### src/hdl/demb_pkg.sv
// Shared types, constants and arithmetic helpers for the diagonal emboss filter.
// No dependencies; every other file refers to it by scoped names.
`default_nettype none

package demb_pkg;

   // Configuration register indexes and their widths.
   localparam int CSR_INDEX_W = 1;
   localparam int CSR_DATA_W  = 13;
   localparam logic [CSR_INDEX_W-1:0] REG_IMAGE_WIDTH  = 1'b0;
   localparam logic [CSR_INDEX_W-1:0] REG_IMAGE_HEIGHT = 1'b1;
   localparam int IMAGE_WIDTH_W  = 11;
   localparam int IMAGE_HEIGHT_W = 13;
   localparam int IMAGE_WIDTH_RESET  = 1024;
   localparam int IMAGE_HEIGHT_RESET = 768;

   // Pixel and stream widths.
   localparam int PIXEL_W    = 8;
   localparam int REQ_DATA_W = 3 * PIXEL_W;
   localparam int RSP_DATA_W = PIXEL_W;

   // Emboss bias added to the diagonal difference.
   localparam logic [9:0] EMBOSS_BIAS = 10'd127;

   // Where the current item sits in the frame, as seen by the datapath.
   typedef struct packed {
      logic in_image;   // real image pixel
      logic in_line;    // column inside the image: line store is touched
      logic use_older;  // the up-left neighbor lies inside the image
      logic emit;       // the item releases a result
      logic frame_end;  // last item of the frame
   } pos_type;

   // One line store entry: gray of the row two above and of the row above.
   typedef struct packed {
      logic [PIXEL_W-1:0] above2;
      logic [PIXEL_W-1:0] above;
   } line_entry_type;

   // Gray level (r+g+b)/3, truncated. The sum is at most 765, and multiplying
   // by 683/2048 is exact over that range.
   function automatic logic [PIXEL_W-1:0] gray_of(input logic [PIXEL_W-1:0] red,
                                                  input logic [PIXEL_W-1:0] green,
                                                  input logic [PIXEL_W-1:0] blue);
      logic [9:0]  sum;
      logic [19:0] prod;
      sum  = {2'b00, red} + {2'b00, green} + {2'b00, blue};
      prod = {10'd0, sum} * 20'd683;
      return prod[18:11];
   endfunction

   // Difference plus bias, clamped to 0..255.
   function automatic logic [PIXEL_W-1:0] emboss_level(input logic [PIXEL_W-1:0] cur,
                                                       input logic [PIXEL_W-1:0] older);
      logic [9:0] v;
      v = {2'b00, cur} - {2'b00, older} + EMBOSS_BIAS;
      if (v[9]) begin
         return '0;
      end else if (v[8]) begin
         return '1;
      end else begin
         return v[7:0];
      end
   endfunction

endpackage

`default_nettype wire

### src/hdl/demb_frame_counter.sv
// Size registers and row/column counters that locate each request in the frame.
// Depends on demb_pkg for register codes and the position struct.
`default_nettype none

module demb_frame_counter #(
   parameter int MAX_WIDTH  = 1024,
   parameter int MAX_HEIGHT = 4096,
   parameter int AW         = 10
) (
   input  wire logic                                clock,
   input  wire logic                                reset,
   input  wire logic                                csr_write,
   input  wire logic [demb_pkg::CSR_INDEX_W-1:0]    csr_index,
   input  wire logic [demb_pkg::CSR_DATA_W-1:0]     csr_wdata,
   input  wire logic                                step,
   output demb_pkg::pos_type                        pos,
   output logic [AW-1:0]                            col_addr
);

   localparam int CW    = $clog2(MAX_WIDTH + 1);
   localparam int RW    = $clog2(MAX_HEIGHT + 1);
   localparam int CMP_W = (CW > demb_pkg::IMAGE_WIDTH_W) ? CW : demb_pkg::IMAGE_WIDTH_W;
   localparam int CMP_H = (RW > demb_pkg::IMAGE_HEIGHT_W) ? RW : demb_pkg::IMAGE_HEIGHT_W;
   localparam int WIDTH_RESET  = (demb_pkg::IMAGE_WIDTH_RESET > MAX_WIDTH) ?
                                 MAX_WIDTH : demb_pkg::IMAGE_WIDTH_RESET;
   localparam int HEIGHT_RESET = (demb_pkg::IMAGE_HEIGHT_RESET > MAX_HEIGHT) ?
                                 MAX_HEIGHT : demb_pkg::IMAGE_HEIGHT_RESET;

   logic [CW-1:0] width_ff,  width_in;
   logic [RW-1:0] height_ff, height_in;
   logic [CW-1:0] col_ff,    col_in;
   logic [RW-1:0] row_ff,    row_in;

   logic [demb_pkg::IMAGE_WIDTH_W-1:0]  cfg_width;
   logic [demb_pkg::IMAGE_HEIGHT_W-1:0] cfg_height;
   logic row_end;
   logic frame_end;

   // Effective sizes are worked out when written: zero acts as one, and
   // values above the maximum are clipped to it.
   always_comb begin
      cfg_width  = csr_wdata[demb_pkg::IMAGE_WIDTH_W-1:0];
      cfg_height = csr_wdata[demb_pkg::IMAGE_HEIGHT_W-1:0];
      width_in   = width_ff;
      height_in  = height_ff;
      if (csr_write) begin
         case (csr_index)
            demb_pkg::REG_IMAGE_WIDTH: begin
               if (cfg_width == '0) begin
                  width_in = CW'(1);
               end else if (CMP_W'(cfg_width) > CMP_W'(MAX_WIDTH)) begin
                  width_in = CW'(MAX_WIDTH);
               end else begin
                  width_in = CW'(cfg_width);
               end
            end
            demb_pkg::REG_IMAGE_HEIGHT: begin
               if (cfg_height == '0) begin
                  height_in = RW'(1);
               end else if (CMP_H'(cfg_height) > CMP_H'(MAX_HEIGHT)) begin
                  height_in = RW'(MAX_HEIGHT);
               end else begin
                  height_in = RW'(cfg_height);
               end
            end
            default: begin
               width_in  = width_ff;
               height_in = height_ff;
            end
         endcase
      end
   end

   // Position flags for the item now at the input.
   always_comb begin
      row_end           = (col_ff >= width_ff);
      frame_end         = row_end && (row_ff >= height_ff);
      pos.in_image      = (row_ff < height_ff) && !row_end;
      pos.in_line       = !row_end;
      pos.use_older     = (row_ff >= RW'(2)) && (col_ff >= CW'(2));
      pos.emit          = (row_ff != '0) && (col_ff != '0);
      pos.frame_end     = frame_end;
      col_addr          = col_ff[AW-1:0];
   end

   // Counter advance: the padding column ends a row, the padding row ends the frame.
   always_comb begin
      col_in = col_ff;
      row_in = row_ff;
      if (step) begin
         if (frame_end) begin
            col_in = '0;
            row_in = '0;
         end else if (row_end) begin
            col_in = '0;
            row_in = row_ff + RW'(1);
         end else begin
            col_in = col_ff + CW'(1);
         end
      end
   end

   always_ff @(posedge clock) begin
      if (reset) begin
         width_ff  <= CW'(WIDTH_RESET);
         height_ff <= RW'(HEIGHT_RESET);
         col_ff    <= '0;
         row_ff    <= '0;
      end else begin
         width_ff  <= width_in;
         height_ff <= height_in;
         col_ff    <= col_in;
         row_ff    <= row_in;
      end
   end

endmodule

`default_nettype wire

### config.mk
export PLATFORM = sky130hd
export DESIGN_NAME = demb_frame_counter
export DESIGN_NICKNAME = d
export VERILOG_FILES = /design/src/hdl/demb_pkg.sv /design/src/hdl/demb_frame_counter.sv
export SDC_FILE = /design/constraint.sdc
export NUM_CORES = 1
export LEC_CHECK = 0
export ABC_AREA = 1
export BUFFER_PORTS_ARGS = -buffer_cell sky130_fd_sc_hd__buf_2
export CAP_MARGIN = 5
export CORE_ASPECT_RATIO = 1.1
export CORE_MARGIN = 2
export CORE_UTILIZATION = 64
export CTS_CLUSTER_SIZE = 12
export DETAILED_ROUTE_END_ITERATION = 12
export PLACE_DENSITY = 0.9
export SLEW_MARGIN = 20
export SYNTH_ARGS = -nofsm -noshare
export SYNTH_HDL_FRONTEND = slang
export SYNTH_SLANG_ARGS = --single-unit
### constraint.sdc
create_clock -name clock -period 5.3 [get_ports clock]
set_input_delay 0.795 -clock clock [delete_from_list [all_inputs] [get_ports clock]]
set_output_delay 0.795 -clock clock [all_outputs]
set_load 0.005 [all_outputs]
==> impl_metrics.tcl <==
set metrics [dict create \
    hold_viol 0 \
    power.density_nw_per_um2 206 \
    avgSynthCellArea_sq_um 6.74 \
    cpPeakStageDelay_ns 0.43 \
    worstReg2RegStart "col_ff[9]" \
    grt-ovfl-total 0 \
    crit_end "pos[0]" \
    layout_common_cells "nand2_1 (112), inv_1 (84), nor2_1 (57), dfxtp_1 (48), nand3_1 (42)" \
    initial_core_util 0.655 \
    dieHeight_microns 78.7 \
    cp.arrival_ns 2.15 \
    synth-seq-area-share 0.296 \
    io_buffers 32 \
    layout_commonest_cell "nand2_1" \
    grt_max_degree 25 \
    antenna_cells 0 \
    clock_sinks 48 \
    leakage_nw 1.71 \
    drtAntennaViolNets 0 \
    start_kind "flop" \
    grt_use_met1 0.310 \
    hp-class "reg2reg" \
    clock.fmax_mhz 340 \
    rr_worst_depth 12 \
    grt_busiest_layer "met2" \
    synth_ff_type "dfxtp_1" \
    drv_cap 0 \
    crit_family "simple AND/OR/NAND/NOR gates" \
    worstSetupStartpoint "row_ff[7]" \
    yosysWarnings 0 \
    clock_latency_ns 0.30 \
    crit_top_cell "nand2_1" \
    routed_wl_microns 7540 \
    grt_usage 0.279 \
    grt_use_met3 0.0381 \
    antenna_found_initial 0 \
    endpoint_kind "primary output" \
    cts.clk_slew.worst_paths_ns 0.09 \
    cts_buffers 5 \
    area_growth_pct 6.04 \
    drt_iter0_drc 173 \
    rsz0062_at_grt "false" \
    synth.distinct_cells 36 \
    nNetsFinal 550 \
    ys_ff_latch 48 \
    crit_buf_inv 3 \
    rows 27 \
    root_buffer "clkbuf_8" \
    relSlewSlack 0.594 \
    path_class "reg2out" \
    core_area_sq_um 4970 \
    grt_pass1_wl_microns 12600 \
    timing.final.crit_share 0.555 \
    gp_congestion 0.951 \
    rr_endpoint "row_ff[9]" \
    required_ns 4.51 \
    finalSetupTns_ns 0 \
    run_status "finished, final reports clean" \
    worstMarginPinSlew_ns 0.608 \
    die_x_microns 72.0 \
    syn_area_sq_um 3250 \
    holdBufCountCts 0 \
    cpMaxStageDelayCell "dfxtp_1" \
    crit_fanout 6 \
    cts_tree "built" \
    wl_per_cell_microns 13.5 \
    vdd_ir_drop_max_uv 171 \
    period_minus_slack_ns 2.94 \
    timing.reg2reg.setup_slack_ns 3.27 \
    drt-vias-per-instance 5.53 \
    dp_hpwl_microns 5800 \
    grt_pass1_vias 2959 \
    fin_cells 560 \
    finalMaxSlewViolations 0 \
    dp.cells 553 \
    setup_viol 0 \
    vias 3095 \
    synth_nets 530 \
    synth_cells 482 \
    async_flop_share 0 \
    fin_skew_ns 0.00436 \
    cts.htree.levels 2 \
    drive_gt1_frac 0.125 \
    grt_util_met2 0.528 \
    postCtsResizedCells 0 \
    worstPathCellList "ha_1 -> nand2_1 -> inv_1 -> nand2_1 -> nand2_1 -> a21oi_1 -> nand3_2 -> nand2_1 -> inv_1 -> buf_2" \
    cp.depth 10 \
    ios 33 \
    drtPass1Iterations 9 \
    synth_edf_count 0 \
    cts_setup_buffers 0 \
    drc 0 \
    cts_buffer_depth 2 \
    die_area_sq_um 5670 \
]
[worst min-delay path by stage]
| stage | startpoint | endpoint | slack [ns] | cells after the start |
|---|---|---|---|---|
| 2_1_floorplan | width_ff[9] | width_ff[9] | 0.44 | 2 |
| 3_3_place_gp | height_ff[5] | height_ff[5] | 0.45 | 2 |
| 3_5_place_dp | width_ff[2] | width_ff[2] | 0.46 | 2 |
| 4_1_cts | width_ff[2] | width_ff[2] | 0.47 | 2 |
| 5_1_grt | height_ff[1] | height_ff[1] | 0.50 | 2 |
| 6_report | width_ff[2] | width_ff[2] | 0.47 | 2 |
[power by group]
| part | total [W] | internal (W) | switching (W) |
|---|---|---|---|
| sequential | 0.000376 | 0.000370 | 0.00000648 |
| combinational | 0.000103 | 0.0000346 | 0.0000681 |
| clock | 0.000230 | 0.000104 | 0.000126 |
| total | 0.000709 | 0.000509 | 0.000200 |
[sequential cells by signal, indices dropped and copies added (netlist names)]
name	cells
height_ff	13
row_ff	13
col_ff	11
width_ff	11
[per-layer routing]
metal	vias to the layer above	share of wire
met5	-	0
met4	0	0.032
met3	28	0.047
met2	94	0.51
met1	1415	0.41
li1	1558	-
[tightest hold or removal path: stages, from the launching register on]
cell     delay (ns)
dfxtp_1        0.32
nand2_1        0.06
a21oi_1        0.05
[cell type report]
| class | count | area [sq um] |
|---|---|---|
| Clock inverter | 1 | 8.76 |
| Timing Repair Buffer | 32 | 160 |
| Sequential cell | 48 | 961 |
| Multi-Input combinational cell | 331 | 1850 |
| Inverter | 84 | 315 |
| Tap cell | 58 | 72.6 |
| Fill cell | 444 | 1520 |
| Clock buffer | 6 | 82.6 |
[synthesized netlist by cell type (5+ instances only)]
master	n	area, sq um
nand2_1	112	420
inv_1	84	315
nor2_1	57	214
dfxtp_1	48	961
nand3_1	42	210
a21oi_1	31	155
ha_1	30	375
buf_4	11	82.6
nand4_1	7	43.8
nor3_2	6	60.1
nor2_2	5	31.3
[cells by family after synthesis]
family,Yosys count,share of synthesized area
XOR/XNOR,3,0.00808
adder cells (fa/ha/maj),30,0.115
AO/OA/AOI/OAI,47,0.0893
flip-flops,48,0.296
AND/OR/NAND/NOR,251,0.355
buffers and inverters,103,0.136
[per-stage QoR]
stage	setup WS [ns]	area (sq um)	utilization	total power, W	hold slack, ns
floorplan	2.95	3250	-	0.000458	0.437
global placement	2.80	3360	0.676	0.000482	0.455
detailed placement	2.73	3360	0.676	0.000486	0.459
CTS	2.38	3450	0.694	0.000710	0.472
global route	2.23	3450	0.694	0.000738	0.495
finish	2.36	3450	0.694	0.000709	0.472
Note: power is estimated with default switching activity, not from simulation.
