===== config.mk =====
export PLATFORM = sky130hd
export DESIGN_NAME = demb_emboss_core
export DESIGN_NICKNAME = d
export VERILOG_FILES = /design/src/hdl/demb_pkg.sv /design/src/hdl/demb_emboss_core.sv
export SDC_FILE = /design/constraint.sdc
export NUM_CORES = 1
export LEC_CHECK = 0
export ABC_AREA = 1
export ABC_CLOCK_PERIOD_IN_PS = 21300
export BUFFER_PORTS_ARGS = -buffer_cell sky130_fd_sc_hd__buf_2
export CORE_MARGIN = 5
export CORE_UTILIZATION = 58
export DETAILED_ROUTE_END_ITERATION = 12
export PLACE_DENSITY = 0.83
export SETUP_SLACK_MARGIN = 0.1
export SYNTH_ARGS = -nofsm -noshare
export SYNTH_HDL_FRONTEND = slang
export SYNTH_SLANG_ARGS = --single-unit

===== constraint.sdc =====
create_clock -name clock -period 21.3 [get_ports clock]
set_clock_uncertainty 0.2 [all_clocks]
set_input_delay 2.13 -clock clock [delete_from_list [all_inputs] [get_ports clock]]
set_output_delay 2.13 -clock clock [all_outputs]
set_load 0.01 [all_outputs]

===== src/hdl/demb_pkg.sv =====
// Shared types, constants and arithmetic helpers for the diagonal emboss filter.
// No dependencies; every other file refers to it by scoped names.
`default_nettype none

package demb_pkg;

   // Configuration register indexes and their widths.
   localparam int CSR_INDEX_W = 1;
   localparam int CSR_DATA_W  = 13;
   localparam logic [CSR_INDEX_W-1:0] REG_IMAGE_WIDTH  = 1'b0;
   localparam logic [CSR_INDEX_W-1:0] REG_IMAGE_HEIGHT = 1'b1;
   localparam int IMAGE_WIDTH_W  = 11;
   localparam int IMAGE_HEIGHT_W = 13;
   localparam int IMAGE_WIDTH_RESET  = 1024;
   localparam int IMAGE_HEIGHT_RESET = 768;

   // Pixel and stream widths.
   localparam int PIXEL_W    = 8;
   localparam int REQ_DATA_W = 3 * PIXEL_W;
   localparam int RSP_DATA_W = PIXEL_W;

   // Emboss bias added to the diagonal difference.
   localparam logic [9:0] EMBOSS_BIAS = 10'd127;

   // Where the current item sits in the frame, as seen by the datapath.
   typedef struct packed {
      logic in_image;   // real image pixel
      logic in_line;    // column inside the image: line store is touched
      logic use_older;  // the up-left neighbor lies inside the image
      logic emit;       // the item releases a result
      logic frame_end;  // last item of the frame
   } pos_type;

   // One line store entry: gray of the row two above and of the row above.
   typedef struct packed {
      logic [PIXEL_W-1:0] above2;
      logic [PIXEL_W-1:0] above;
   } line_entry_type;

   // Gray level (r+g+b)/3, truncated. The sum is at most 765, and multiplying
   // by 683/2048 is exact over that range.
   function automatic logic [PIXEL_W-1:0] gray_of(input logic [PIXEL_W-1:0] red,
                                                  input logic [PIXEL_W-1:0] green,
                                                  input logic [PIXEL_W-1:0] blue);
      logic [9:0]  sum;
      logic [19:0] prod;
      sum  = {2'b00, red} + {2'b00, green} + {2'b00, blue};
      prod = {10'd0, sum} * 20'd683;
      return prod[18:11];
   endfunction

   // Difference plus bias, clamped to 0..255.
   function automatic logic [PIXEL_W-1:0] emboss_level(input logic [PIXEL_W-1:0] cur,
                                                       input logic [PIXEL_W-1:0] older);
      logic [9:0] v;
      v = {2'b00, cur} - {2'b00, older} + EMBOSS_BIAS;
      if (v[9]) begin
         return '0;
      end else if (v[8]) begin
         return '1;
      end else begin
         return v[7:0];
      end
   endfunction

endpackage

`default_nettype wire


===== src/hdl/demb_emboss_core.sv =====
// Emboss datapath: input register, gray conversion, diagonal delay and result register.
// Depends on demb_pkg for the position struct, line entry type and arithmetic.
`default_nettype none

module demb_emboss_core #(
   parameter int AW = 10
) (
   input  wire logic                               clock,
   input  wire logic                               reset,
   input  wire logic                               req_accept,
   input  wire logic [demb_pkg::REQ_DATA_W-1:0]    req_data,
   input  wire demb_pkg::pos_type                  req_pos,
   input  wire logic [AW-1:0]                      req_addr,
   output logic                                    ready,
   input  wire demb_pkg::line_entry_type           line_rd_data,
   output logic                                    line_wr_en,
   output logic [AW-1:0]                           line_wr_addr,
   output demb_pkg::line_entry_type                line_wr_data,
   output logic                                    rsp_valid,
   input  wire logic                               rsp_ready,
   output logic [demb_pkg::PIXEL_W-1:0]            rsp_level,
   output logic                                    rsp_last
);

   logic                                 s1_valid_ff, s1_valid_in;
   logic [demb_pkg::REQ_DATA_W-1:0]      s1_data_ff;
   demb_pkg::pos_type                    s1_pos_ff;
   logic [AW-1:0]                        s1_addr_ff;
   logic [demb_pkg::PIXEL_W-1:0]         diag0_ff, diag1_ff;
   logic                                 out_valid_ff, out_valid_in;
   logic [demb_pkg::PIXEL_W-1:0]         out_level_ff;
   logic                                 out_last_ff;

   logic                                 s1_adv;
   logic [demb_pkg::PIXEL_W-1:0]         cur;
   logic [demb_pkg::PIXEL_W-1:0]         above2;
   logic [demb_pkg::PIXEL_W-1:0]         older;

   // The stage moves on whenever the result register is free or being drained.
   assign s1_adv = s1_valid_ff && (!out_valid_ff || rsp_ready);
   assign ready  = !s1_valid_ff || s1_adv;

   // Per-item arithmetic on the registered request and line store data.
   always_comb begin
      cur    = s1_pos_ff.in_image ?
               demb_pkg::gray_of(s1_data_ff[7:0], s1_data_ff[15:8], s1_data_ff[23:16]) : '0;
      above2 = s1_pos_ff.in_line ? line_rd_data.above2 : '0;
      older  = s1_pos_ff.use_older ? diag1_ff : '0;
   end

   // Line store update: the row above moves down one slot, the current gray enters.
   assign line_wr_en          = s1_adv && s1_pos_ff.in_line;
   assign line_wr_addr        = s1_addr_ff;
   assign line_wr_data.above2 = line_rd_data.above;
   assign line_wr_data.above  = cur;

   // Valid bits of both stages.
   always_comb begin
      s1_valid_in = s1_valid_ff;
      if (req_accept) begin
         s1_valid_in = 1'b1;
      end else if (s1_adv) begin
         s1_valid_in = 1'b0;
      end
      out_valid_in = out_valid_ff;
      if (s1_adv) begin
         out_valid_in = s1_pos_ff.emit;
      end else if (rsp_ready) begin
         out_valid_in = 1'b0;
      end
   end

   always_ff @(posedge clock) begin
      if (reset) begin
         s1_valid_ff  <= 1'b0;
         out_valid_ff <= 1'b0;
      end else begin
         s1_valid_ff  <= s1_valid_in;
         out_valid_ff <= out_valid_in;
      end
   end

   // Input register.
   always_ff @(posedge clock) begin
      if (req_accept) begin
         s1_data_ff <= req_data;
         s1_pos_ff  <= req_pos;
         s1_addr_ff <= req_addr;
      end
   end

   // Two-column delay of the row-two-above values, and the result register.
   always_ff @(posedge clock) begin
      if (s1_adv) begin
         diag0_ff     <= above2;
         diag1_ff     <= diag0_ff;
         out_level_ff <= demb_pkg::emboss_level(cur, older);
         out_last_ff  <= s1_pos_ff.frame_end;
      end
   end

   assign rsp_valid = out_valid_ff;
   assign rsp_level = out_level_ff;
   assign rsp_last  = out_last_ff;

endmodule

`default_nettype wire


==> results.py, run 1 <==
metrics = {
    "status": {
        "run_status": "finished, final reports clean",
    },
    "clock_tree": {
        "root_buffer": "clkbuf_8",
        "holdBufCountCts": 0,
        "cts.clk_slew.worst_paths_ns": 0.08,
        "htree_levels": 3,
        "clock_sinks": 66,
        "cts_buffer_depth": 2,
        "cts-buffers-inserted": 9,
        "cts_setup_buffers": 0,
        "clk_latency_ns": 0.33,
        "cts_tree": "yes",
        "cts_resized": 0,
    },
    "synthesis": {
        "ys_seq_elements": 66,
        "avgSynthCellArea_um2": 10.4,
        "ys_seq_area_share_pct": 37.8,
        "ys_types": 35,
        "yosysWarnings": 0,
        "netlist_instances": 499,
        "syn_nets": 661,
        "syn-cell-area_um2": 5180,
    },
    "sta": {
        "finalCritPeriodShare_pct": 43.3,
        "timing.final.crit_period_ns": 9.22,
        "worst_pin_slew_ns": 0.932,
        "rsz0062_at_grt": "false",
        "setup_viol_count_final": 0,
        "hold_viol": 0,
        "relSlewSlack_pct": 37.8,
        "slew_viol_final": 0,
        "fmax_ghz": 0.108,
        "final.setup.worst_slack_ns": 12.08,
        "fin_tns_setup_ns": 0,
    },
    "critical_path": {
        "critPathMaxFanout": 4,
        "critPathRequiredTime_ns": 18.97,
        "crit_path_frequent_cell": "nand2_1",
        "critical_path.startpoint_type": "flop",
        "critPathCaptureType": "output port",
        "crit_slowest_cell": "fa_1",
        "critical_path_class": "reg -> out",
        "slowest_delay_ns": 0.55,
        "cp_data_arrival_time_ns": 6.89,
    },
    "final_layout": {
        "layout.cells.non_filler": 692,
        "drive_above_1_share_pct": 22.1,
        "ff_latch_area_um2": 1960,
        "nFillCells": 631,
        "syn_to_final_growth_pct": 12.1,
        "n_antenna_cell": 0,
        "multiInputGateArea_um2": 2680,
        "nets": 741,
    },
    "detailed_routing": {
        "wl_per_cell_um": 14.4,
        "vias_per_cell": 5.10,
        "firstDrtPassIters": 5,
        "drt_iter0_drc": 138,
        "wl_um": 9990,
        "drc_errors": 0,
        "ant_nets": 0,
        "dr_total_vias": 3528,
    },
    "placement": {
        "place.gp.congestion": 0.884,
        "portBuffers": 80,
        "pre_cts_slack_ns": 12.50,
        "dpl.cell_count": 676,
        "dp_hpwl_um": 8230,
    },
    "global_routing": {
        "track_usage_pct": 19.7,
        "grt_overflow": 0,
        "grt_first_pass_wirelength_um": 17600,
        "antenna_found_initial": 0,
        "grt_pass1_vias": 3855,
        "grt_max_degree": 41,
    },
    "run": {
        "max-cap-violations": 0,
    },
    "floorplanning": {
        "die_h_um": 105,
        "die_area_um2": 10900,
        "initial_utilization_pct": 59.4,
        "coreArea_um2": 8720,
        "rows": 34,
        "die_x_um": 105,
        "io_pins": 97,
    },
    "min_path": {
        "hold_path_class": "reg -> reg",
    },
}
==> worst paths after layout <==
check / startpoint / endpoint / slack (ns) / cells after the start
worst max-delay path: s1_data_ff[2]$_DFFE_PP_ / line_wr_data[7] / 12.08 / 32
worst min-delay path: s1_pos_ff[0]$_DFFE_PP_ / rsp_last$_DFFE_PP_ / 0.22 / 0
worst max register to register: s1_data_ff[2]$_DFFE_PP_ / rsp_level[2]$_SDFFCE_PP0P_ / 12.75 / 42
worst min register to register: s1_pos_ff[0]$_DFFE_PP_ / rsp_last$_DFFE_PP_ / 0.22 / 0
==> per-layer routing <==
metal  global-route usage (%)  share of wire (%)
met1                     25.3                 43
met2                     34.2                 50
met3                     4.38                6.0
met4                     4.72                1.2
met5                        0                  0
==> synthesized netlist by cell type <==
cell type | instances | share of area (%)
nor3_1 | 2 | 0.19
o21bai_2 | 1 | 0.22
and3_1 | 1 | 0.12
dfxtp_1 | 2 | 0.77
nor2_4 | 1 | 0.22
or2_2 | 3 | 0.36
nand3_2 | 2 | 0.39
a21boi_0 | 1 | 0.14
a21oi_1 | 19 | 1.8
o21a_1 | 2 | 0.29
o21ai_1 | 1 | 0.096
nand3b_1 | 3 | 0.43
clkbuf_1 | 1 | 0.072
buf_4 | 8 | 1.2
nand3_1 | 20 | 1.9
xor2_1 | 19 | 3.2
nand3_4 | 2 | 0.68
ha_1 | 73 | 18
nand2_2 | 9 | 1.1
fa_1 | 30 | 12
xnor2_1 | 2 | 0.34
o21ai_4 | 1 | 0.31
inv_4 | 1 | 0.12
inv_1 | 106 | 7.7
nand2_4 | 8 | 1.7
bufbuf_16 | 2 | 1.3
inv_2 | 3 | 0.22
nand2_1 | 83 | 6.0
a21oi_2 | 3 | 0.51
a21o_1 | 1 | 0.14
edfxtp_1 | 64 | 37
nor2_1 | 15 | 1.1
o21bai_1 | 1 | 0.14
nand4_1 | 4 | 0.48
o21ai_0 | 5 | 0.48
==> cells by family after synthesis <==
kind of cell / share of synthesized area (%)
compound gates: 4.18
xor+xnor: 3.55
fa+ha+maj: 29.2
buf+inv: 10.5
flops: 37.8
simple gates: 14.7
==> per-stage QoR <==
| stage | utilization, % | area [um2] | hold WS [ns] |
|---|---|---|---|
| after floorplan | - | 5180 | 0.200 |
| after global placement | 64.1 | 5590 | 0.202 |
| after detailed placement | 64.1 | 5590 | 0.205 |
| after CTS | 66.6 | 5810 | 0.223 |
| after global routing | 66.6 | 5810 | 0.231 |
| final | 66.6 | 5810 | 0.222 |
==> sequential cells by signal, summed over array words and instances, names as in the netlist <==
| register | cells |
|---|---|
| diag1_ff | 8 |
| rsp_valid | 1 |
| s1_pos_ff | 5 |
| line_wr_addr | 10 |
| s1_valid_ff | 1 |
| rsp_last | 1 |
| diag0_ff | 8 |
| s1_data_ff | 24 |
| rsp_level | 8 |
==> final cells by class <==
type                            instances  share of cell area, %
Timing Repair Buffer                   80                   6.89
Multi-Input combinational cell        312                   46.1
Clock inverter                          6                   1.59
Sequential cell                        66                   33.8
Tap cell                              108                   2.33
Inverter                              110                   7.15
Clock buffer                           10                   2.20
==> cell usage in the layout (no fill, tap or decap), types with 2 or more instances in the layout <==
| master | n |
|---|---|
| inv_2 | 3 |
| nand3_2 | 2 |
| nor3_1 | 2 |
| xor2_1 | 19 |
| clkinvlp_4 | 2 |
| nand2_4 | 8 |
| nand3_4 | 2 |
| fa_1 | 30 |
| inv_1 | 106 |
| a21oi_2 | 3 |
| or2_2 | 3 |
| a21oi_1 | 19 |
| o21a_1 | 2 |
| ha_1 | 73 |
| dfxtp_1 | 2 |
| bufinv_16 | 2 |
| nand3b_1 | 3 |
| clkinv_4 | 2 |
| nand3_1 | 20 |
| clkbuf_8 | 9 |
| nand4_1 | 4 |
| nand2_1 | 83 |
| o21ai_0 | 5 |
| nor2_1 | 15 |
| buf_2 | 80 |
| nand2_2 | 9 |
| xnor2_1 | 2 |
| edfxtp_1 | 64 |
==> worst max-delay path, delay by kind of cell (launching register included) <==
family,cells,cell delay [ns]
compound gates,6,1.02
xor+xnor,1,0.39
fa+ha+maj,7,3.06
buf+inv,5,0.46
flops,1,0.42
simple gates,13,1.15
Power of run 1 is left out: the tool's default activity adds up to more than one toggle a clock period on the data nets, which glitch-free logic cannot reach.
==> inputs of run 2 (changes only) <==
- ABC_AREA: 1 -> 0
- ABC_CLOCK_PERIOD_IN_PS: 21300 -> 9440
- CORE_UTILIZATION: 58 -> 57
- PLACE_DENSITY: 0.83 -> 0.82
- clock period: 21.3 -> 9.44 ns (I/O delays scaled with it)
==> run 2 against run 1 <==
  * Synthesized area up 0.97%
  * Die area increased by 2.5%
  * First-iteration DRC count up 1.4%
==> results.py, run 2 <==
metrics = {
    "critical_path": {
        "r2r.worst_path.cells": 38,
        "critPathRequiredTime_ns": 9.31,
        "critPathMaxFanout": 6,
        "crit_slowest_cell": "fa_1",
        "critPathCaptureType": "flop",
        "slowest_delay_ns": 0.55,
        "cp_data_arrival_time_ns": 8.88,
        "critical_path.startpoint_type": "flop",
        "critical_path_class": "reg -> reg",
    },
    "global_routing": {
        "track_usage_pct": 18.8,
        "grt_overflow": 0,
        "antenna_found_initial": 0,
        "grt_first_pass_wirelength_um": 17000,
        "grt_pass1_vias": 3704,
        "grt_max_degree": 41,
    },
    "synthesis": {
        "synthArstFlopShare_pct": 0,
        "ys_seq_elements": 66,
        "ys_seq_area_share_pct": 37.5,
        "netlist_instances": 449,
        "yosysMostFrequentCell": "ha_1",
        "yosys.area_share.adder_pct": 28.9,
        "synth_edf_count": 64,
        "synth_xor_xnor_area_share_pct": 5.36,
        "synth_top_cell_by_area": "edfxtp_1",
        "yosysTopAreaCellShare_pct": 36.7,
        "ys_types": 59,
        "ys_top_cells_by_count": "73 x ha_1, 64 x edfxtp_1, 53 x inv_1",
        "muxShareOfSynthArea_pct": 0.765,
        "synth_area_leaders": "edfxtp_1 37%, ha_1 17%, fa_1 11%",
        "dominantRegCellSynth": "edfxtp_1",
        "synth_top_family_by_area": "adder cells",
        "syn-cell-area_um2": 5230,
        "avgSynthCellArea_um2": 11.7,
        "yosysWarnings": 0,
        "synth_compound_area_share_pct": 10.4,
        "synth_simple_gate_area_share_pct": 11.7,
        "syn_nets": 611,
    },
    "floorplanning": {
        "coreArea_um2": 9110,
        "die_h_um": 106,
        "die_x_um": 106,
        "initial_utilization_pct": 57.5,
        "rows": 35,
        "die_area_um2": 11200,
        "io_pins": 97,
    },
    "sta": {
        "relSlewSlack_pct": 27.9,
        "finalCritPeriodShare_pct": 95.4,
        "timing.final.crit_period_ns": 9.01,
        "fmax_ghz": 0.111,
        "worst_pin_slew_ns": 1.08,
        "setup_viol_count_final": 0,
        "fin_tns_setup_ns": 0,
        "rsz0062_at_grt": "false",
        "hold_viol": 0,
        "slew_viol_final": 0,
    },
    "detailed_routing": {
        "drc_errors": 0,
        "drt_iter0_drc": 140,
        "dr_total_vias": 3611,
        "firstDrtPassIters": 5,
        "wl_per_cell_um": 15.7,
        "wl_um": 10200,
        "vias_per_cell": 5.58,
        "ant_nets": 0,
    },
    "min_path": {
        "hold_path_class": "reg -> reg",
        "hold-path-cell-count": 0,
    },
    "clock_tree": {
        "holdBufCountCts": 0,
        "cts.clk_slew.worst_paths_ns": 0.08,
        "clk_latency_ns": 0.34,
        "cts-buffers-inserted": 9,
        "htree_levels": 3,
        "cts_tree": "yes",
        "root_buffer": "clkbuf_8",
        "cts_buffer_depth": 2,
        "clock_sinks": 66,
    },
    "final_layout": {
        "mostFrequentLayoutCell": "buf_2",
        "syn_to_final_growth_pct": 14.7,
        "nets": 693,
        "largest_reg_flops": 24,
        "layout_common_cells": "80 x buf_2, 73 x ha_1, 64 x edfxtp_1",
        "top_register": "s1_data_ff",
        "drive_above_1_share_pct": 23.1,
        "n_antenna_cell": 0,
        "nFillCells": 688,
    },
    "placement": {
        "place.gp.congestion": 0.879,
        "portBuffers": 80,
        "dp_hpwl_um": 7900,
    },
    "run": {
        "max-cap-violations": 0,
    },
    "status": {
        "run_status": "finished, final reports clean",
    },
}
[run 2: cell type report]
class	instances	area (um2)	share of cell area [%]
clock buffers	11	151	2.52
clock inverters	5	85.1	1.42
inverters	54	203	3.38
multi-input cells	317	3040	50.7
flip-flops and latches	66	1960	32.7
well taps	111	139	2.31
repair buffers	83	423	7.04
[run 2: critical path, delay by kind of cell, from the launching register on]
| kind | cells | cell delay [ns] |
|---|---|---|
| AOI/OAI and AO/OA | 11 | 1.89 |
| and+or+nand+nor | 10 | 1.47 |
| muxes | 1 | 0.25 |
| DFF | 1 | 0.42 |
| buffers and inverters | 4 | 0.44 |
| xor gates and xnor gates | 4 | 0.62 |
| adders and majority gates | 8 | 3.45 |
[run 2: stage by stage]
step	instance area, um2	hold WS, ns	utilization, %	setup slack [ns]	instances
final	6000	0.223	65.9	0.433	647
after global routing	6000	0.226	65.9	0.00241	647
after CTS	5950	0.223	65.3	0.115	646
after detailed placement	5710	0.205	62.7	0.218	630
after global placement	5710	0.201	62.7	0.568	630
after floorplan	5230	0.200	-	0.916	449
[run 2: final timing paths]
kind                        startpoint                         end  slack (ns)
max            s1_data_ff[2]$_DFFE_PP_  rsp_level[5]$_SDFFCE_PP0P_        0.43
min          diag0_ff[4]$_SDFFCE_PN0P_       diag1_ff[4]$_DFFE_PP_        0.22
min reg2reg  diag0_ff[4]$_SDFFCE_PN0P_       diag1_ff[4]$_DFFE_PP_        0.22
max reg2reg    s1_data_ff[2]$_DFFE_PP_  rsp_level[5]$_SDFFCE_PP0P_        0.43
[run 2: kinds of logic (layout without fill, tap and decap cells)]
group / Yosys count / in the layout
adders and majority gates: 103 / 103
buffers and inverters: 66 / 153
and+or+nand+nor: 109 / 109
DFF: 66 / 66
xor gates and xnor gates: 32 / 32
AOI/OAI and AO/OA: 70 / 70
muxes: 3 / 3
[run 2: what timing repair did]
action                     in CTS  in global routing
pin swaps                       0                  4
setup buffers                   0                  1
setup endpoints to repair       6                  8
gates resized for setup         1                 10
[run 2: layer usage]
| layer | track usage, % | up-vias | share of wire [%] |
|---|---|---|---|
| li1 | - | 1760 | - |
| met1 | 25.2 | 1713 | 43 |
| met2 | 30.7 | 117 | 49 |
| met3 | 3.43 | 21 | 6.0 |
| met4 | 6.75 | 0 | 2.1 |
| met5 | 0 | - | 0 |
Power of run 2 is left out for the same reason.
==> inputs of run 3 (changes only) <==
- CORE_MARGIN: 5 -> unset
- CORE_UTILIZATION: 57 -> 45
- GPL_ROUTABILITY_DRIVEN: unset -> 0
- PLACE_DENSITY: 0.82 -> 0.67
==> run 3 against run 2 <==
  * Critical path depth down 6
  * Core utilization is 11 points lower
  * Routed wire length shrank 8.1%
  * Clock-buffer cell count shrank 1
  * Global-route usage shrank 2.1 points
  * Via count down 2.3%
  * Worst hold slack got worse by 0.0062 ns
==> results.py, run 3 (synthesis gave the netlist of run 2 again) <==
metrics = {
    "status": {
        "run_status": "finished, final reports clean",
    },
    "sta": {
        "relSlewSlack_pct": 25.5,
        "worst_pin_slew_ns": 1.12,
        "hold_viol": 0,
        "rsz0062_at_grt": "false",
        "slew_viol_final": 0,
        "setup_viol_count_final": 0,
        "finalCritPeriodShare_pct": 93.7,
        "timing.hold.ws_ns": 0.217,
        "timing.final.crit_period_ns": 8.84,
        "fin_tns_setup_ns": 0,
        "fmax_ghz": 0.113,
    },
    "critical_path": {
        "crit_path_start": "s1_data_ff[1]$_DFFE_PP_",
        "critPathRequiredTime_ns": 9.29,
        "rr_startpoint": "s1_data_ff[1]$_DFFE_PP_",
        "crit_slowest_cell": "fa_1",
        "r2r.worst_path.cells": 32,
        "slowest_delay_ns": 0.55,
        "regToRegEndpoint": "rsp_level[0]$_SDFFCE_PP0P_",
        "critical_path.startpoint_type": "flop",
        "r2r_slack_ns": 0.60,
        "cp_data_arrival_time_ns": 8.70,
        "critical_path_class": "reg -> reg",
        "worstSetupEndpoint": "rsp_level[0]$_SDFFCE_PP0P_",
        "critPathMaxFanout": 7,
        "critPathCaptureType": "flop",
    },
    "final_layout": {
        "largest_reg_flops": 24,
        "layout_common_cells": "80 x buf_2, 73 x ha_1, 64 x edfxtp_1",
        "nets": 693,
        "n_antenna_cell": 0,
        "layout.cells.non_filler": 679,
        "mostFrequentLayoutCell": "buf_2",
        "drive_above_1_share_pct": 23.3,
        "multiInputGateArea_um2": 3070,
        "syn_to_final_growth_pct": 18.6,
        "ff_latch_area_um2": 1960,
        "top_register": "s1_data_ff",
        "nFillCells": 993,
    },
    "floorplanning": {
        "die_h_um": 110,
        "io_pins": 97,
        "rows": 39,
        "initial_utilization_pct": 46.0,
        "die_area_um2": 12100,
        "coreArea_um2": 11400,
        "die_x_um": 110,
    },
    "placement": {
        "dpl.cell_count": 662,
        "dp_hpwl_um": 7800,
        "portBuffers": 80,
    },
    "clock_tree": {
        "htree_levels": 3,
        "cts_tree": "yes",
        "clock_sinks": 66,
        "cts_buffer_depth": 2,
        "clk_latency_ns": 0.32,
        "cts-buffers-inserted": 9,
        "root_buffer": "clkbuf_16",
        "holdBufCountCts": 0,
        "cts.clk_slew.worst_paths_ns": 0.06,
    },
    "detailed_routing": {
        "ant_nets": 0,
        "firstDrtPassIters": 4,
        "wl_per_cell_um": 13.8,
        "dr_total_vias": 3527,
        "vias_per_cell": 5.19,
        "drc_errors": 0,
        "wl_um": 9340,
        "drt_iter0_drc": 91,
    },
    "global_routing": {
        "grt_pass1_vias": 3408,
        "grt_first_pass_wirelength_um": 15200,
        "antenna_found_initial": 0,
        "grt_overflow": 0,
        "track_usage_pct": 16.7,
        "grt_max_degree": 41,
    },
    "min_path": {
        "hold_path_class": "reg -> reg",
    },
    "run": {
        "max-cap-violations": 0,
    },
}
==> run 3: cell count changes in the layout (fill, tap and decap cells not counted), moves of 2 or more <==
| cell | delta |
|---|---|
| bufinv_16 | +2 |
| o21ai_1 | -2 |
| clkbuf_16 | +9 |
| a21oi_2 | -2 |
| o21ai_0 | +2 |
| clkbuf_8 | -11 |
==> run 3: timing repair <==
action | in CTS | in global routing
buffers inserted | 0 | 1
setup endpoints to repair | 0 | 8
endpoints found under the hold margin | 0 | 0
resized for setup | 0 | 13
==> run 3: critical path: cells and delay by family (launching register included) <==
kind	cells	cell delay [ns]
muxes	1	0.19
and+or+nand+nor	4	1.01
AOI/OAI and AO/OA	10	1.94
DFF	1	0.31
buffers and inverters	5	0.38
adders and majority gates	10	4.12
xor gates and xnor gates	2	0.39
==> run 3: worst min-delay path by stage <==
stage	from	to	slack [ns]	cells after the start
after floorplan	diag0_ff[0]$_SDFFCE_PN0P_	diag1_ff[0]$_DFFE_PP_	0.20	0
after global placement	diag0_ff[6]$_SDFFCE_PN0P_	diag1_ff[6]$_DFFE_PP_	0.20	0
after detailed placement	diag0_ff[4]$_SDFFCE_PN0P_	diag1_ff[4]$_DFFE_PP_	0.20	0
after CTS	diag0_ff[2]$_SDFFCE_PN0P_	diag1_ff[2]$_DFFE_PP_	0.22	0
after global routing	diag0_ff[3]$_SDFFCE_PN0P_	diag1_ff[3]$_DFFE_PP_	0.22	0
final	diag0_ff[3]$_SDFFCE_PN0P_	diag1_ff[3]$_DFFE_PP_	0.22	0
==> run 3: per-layer routing <==
metal,vias up,part of all wire (%),global-route usage (%),routed length (um)
met5,-,0,0,0
met4,0,1.7,6.38,159
met3,13,4.8,4.03,449
met1,1661,47,22.1,4410
li1,1765,-,-,-
met2,88,46,26.5,4320
==> run 3: per-stage QoR <==
stage	worst slack (ns)	util (%)	cell area, um2
floorplan	0.916	-	5230
global placement	0.588	50.6	5750
detailed placement	0.353	50.6	5750
CTS	0.271	53.8	6120
global route	0.117	54.6	6200
finish	0.599	54.6	6200
==> run 3: area by class of cell <==
class / count / share of cell area (%)
Clock inverter: 6 / 2.22
Multi-Input combinational cell: 317 / 49.5
Tap cell: 143 / 2.88
Sequential cell: 66 / 31.6
Clock buffer: 10 / 3.69
Inverter: 54 / 3.27
Timing Repair Buffer: 83 / 6.82
Power of run 3 is left out for the same reason.
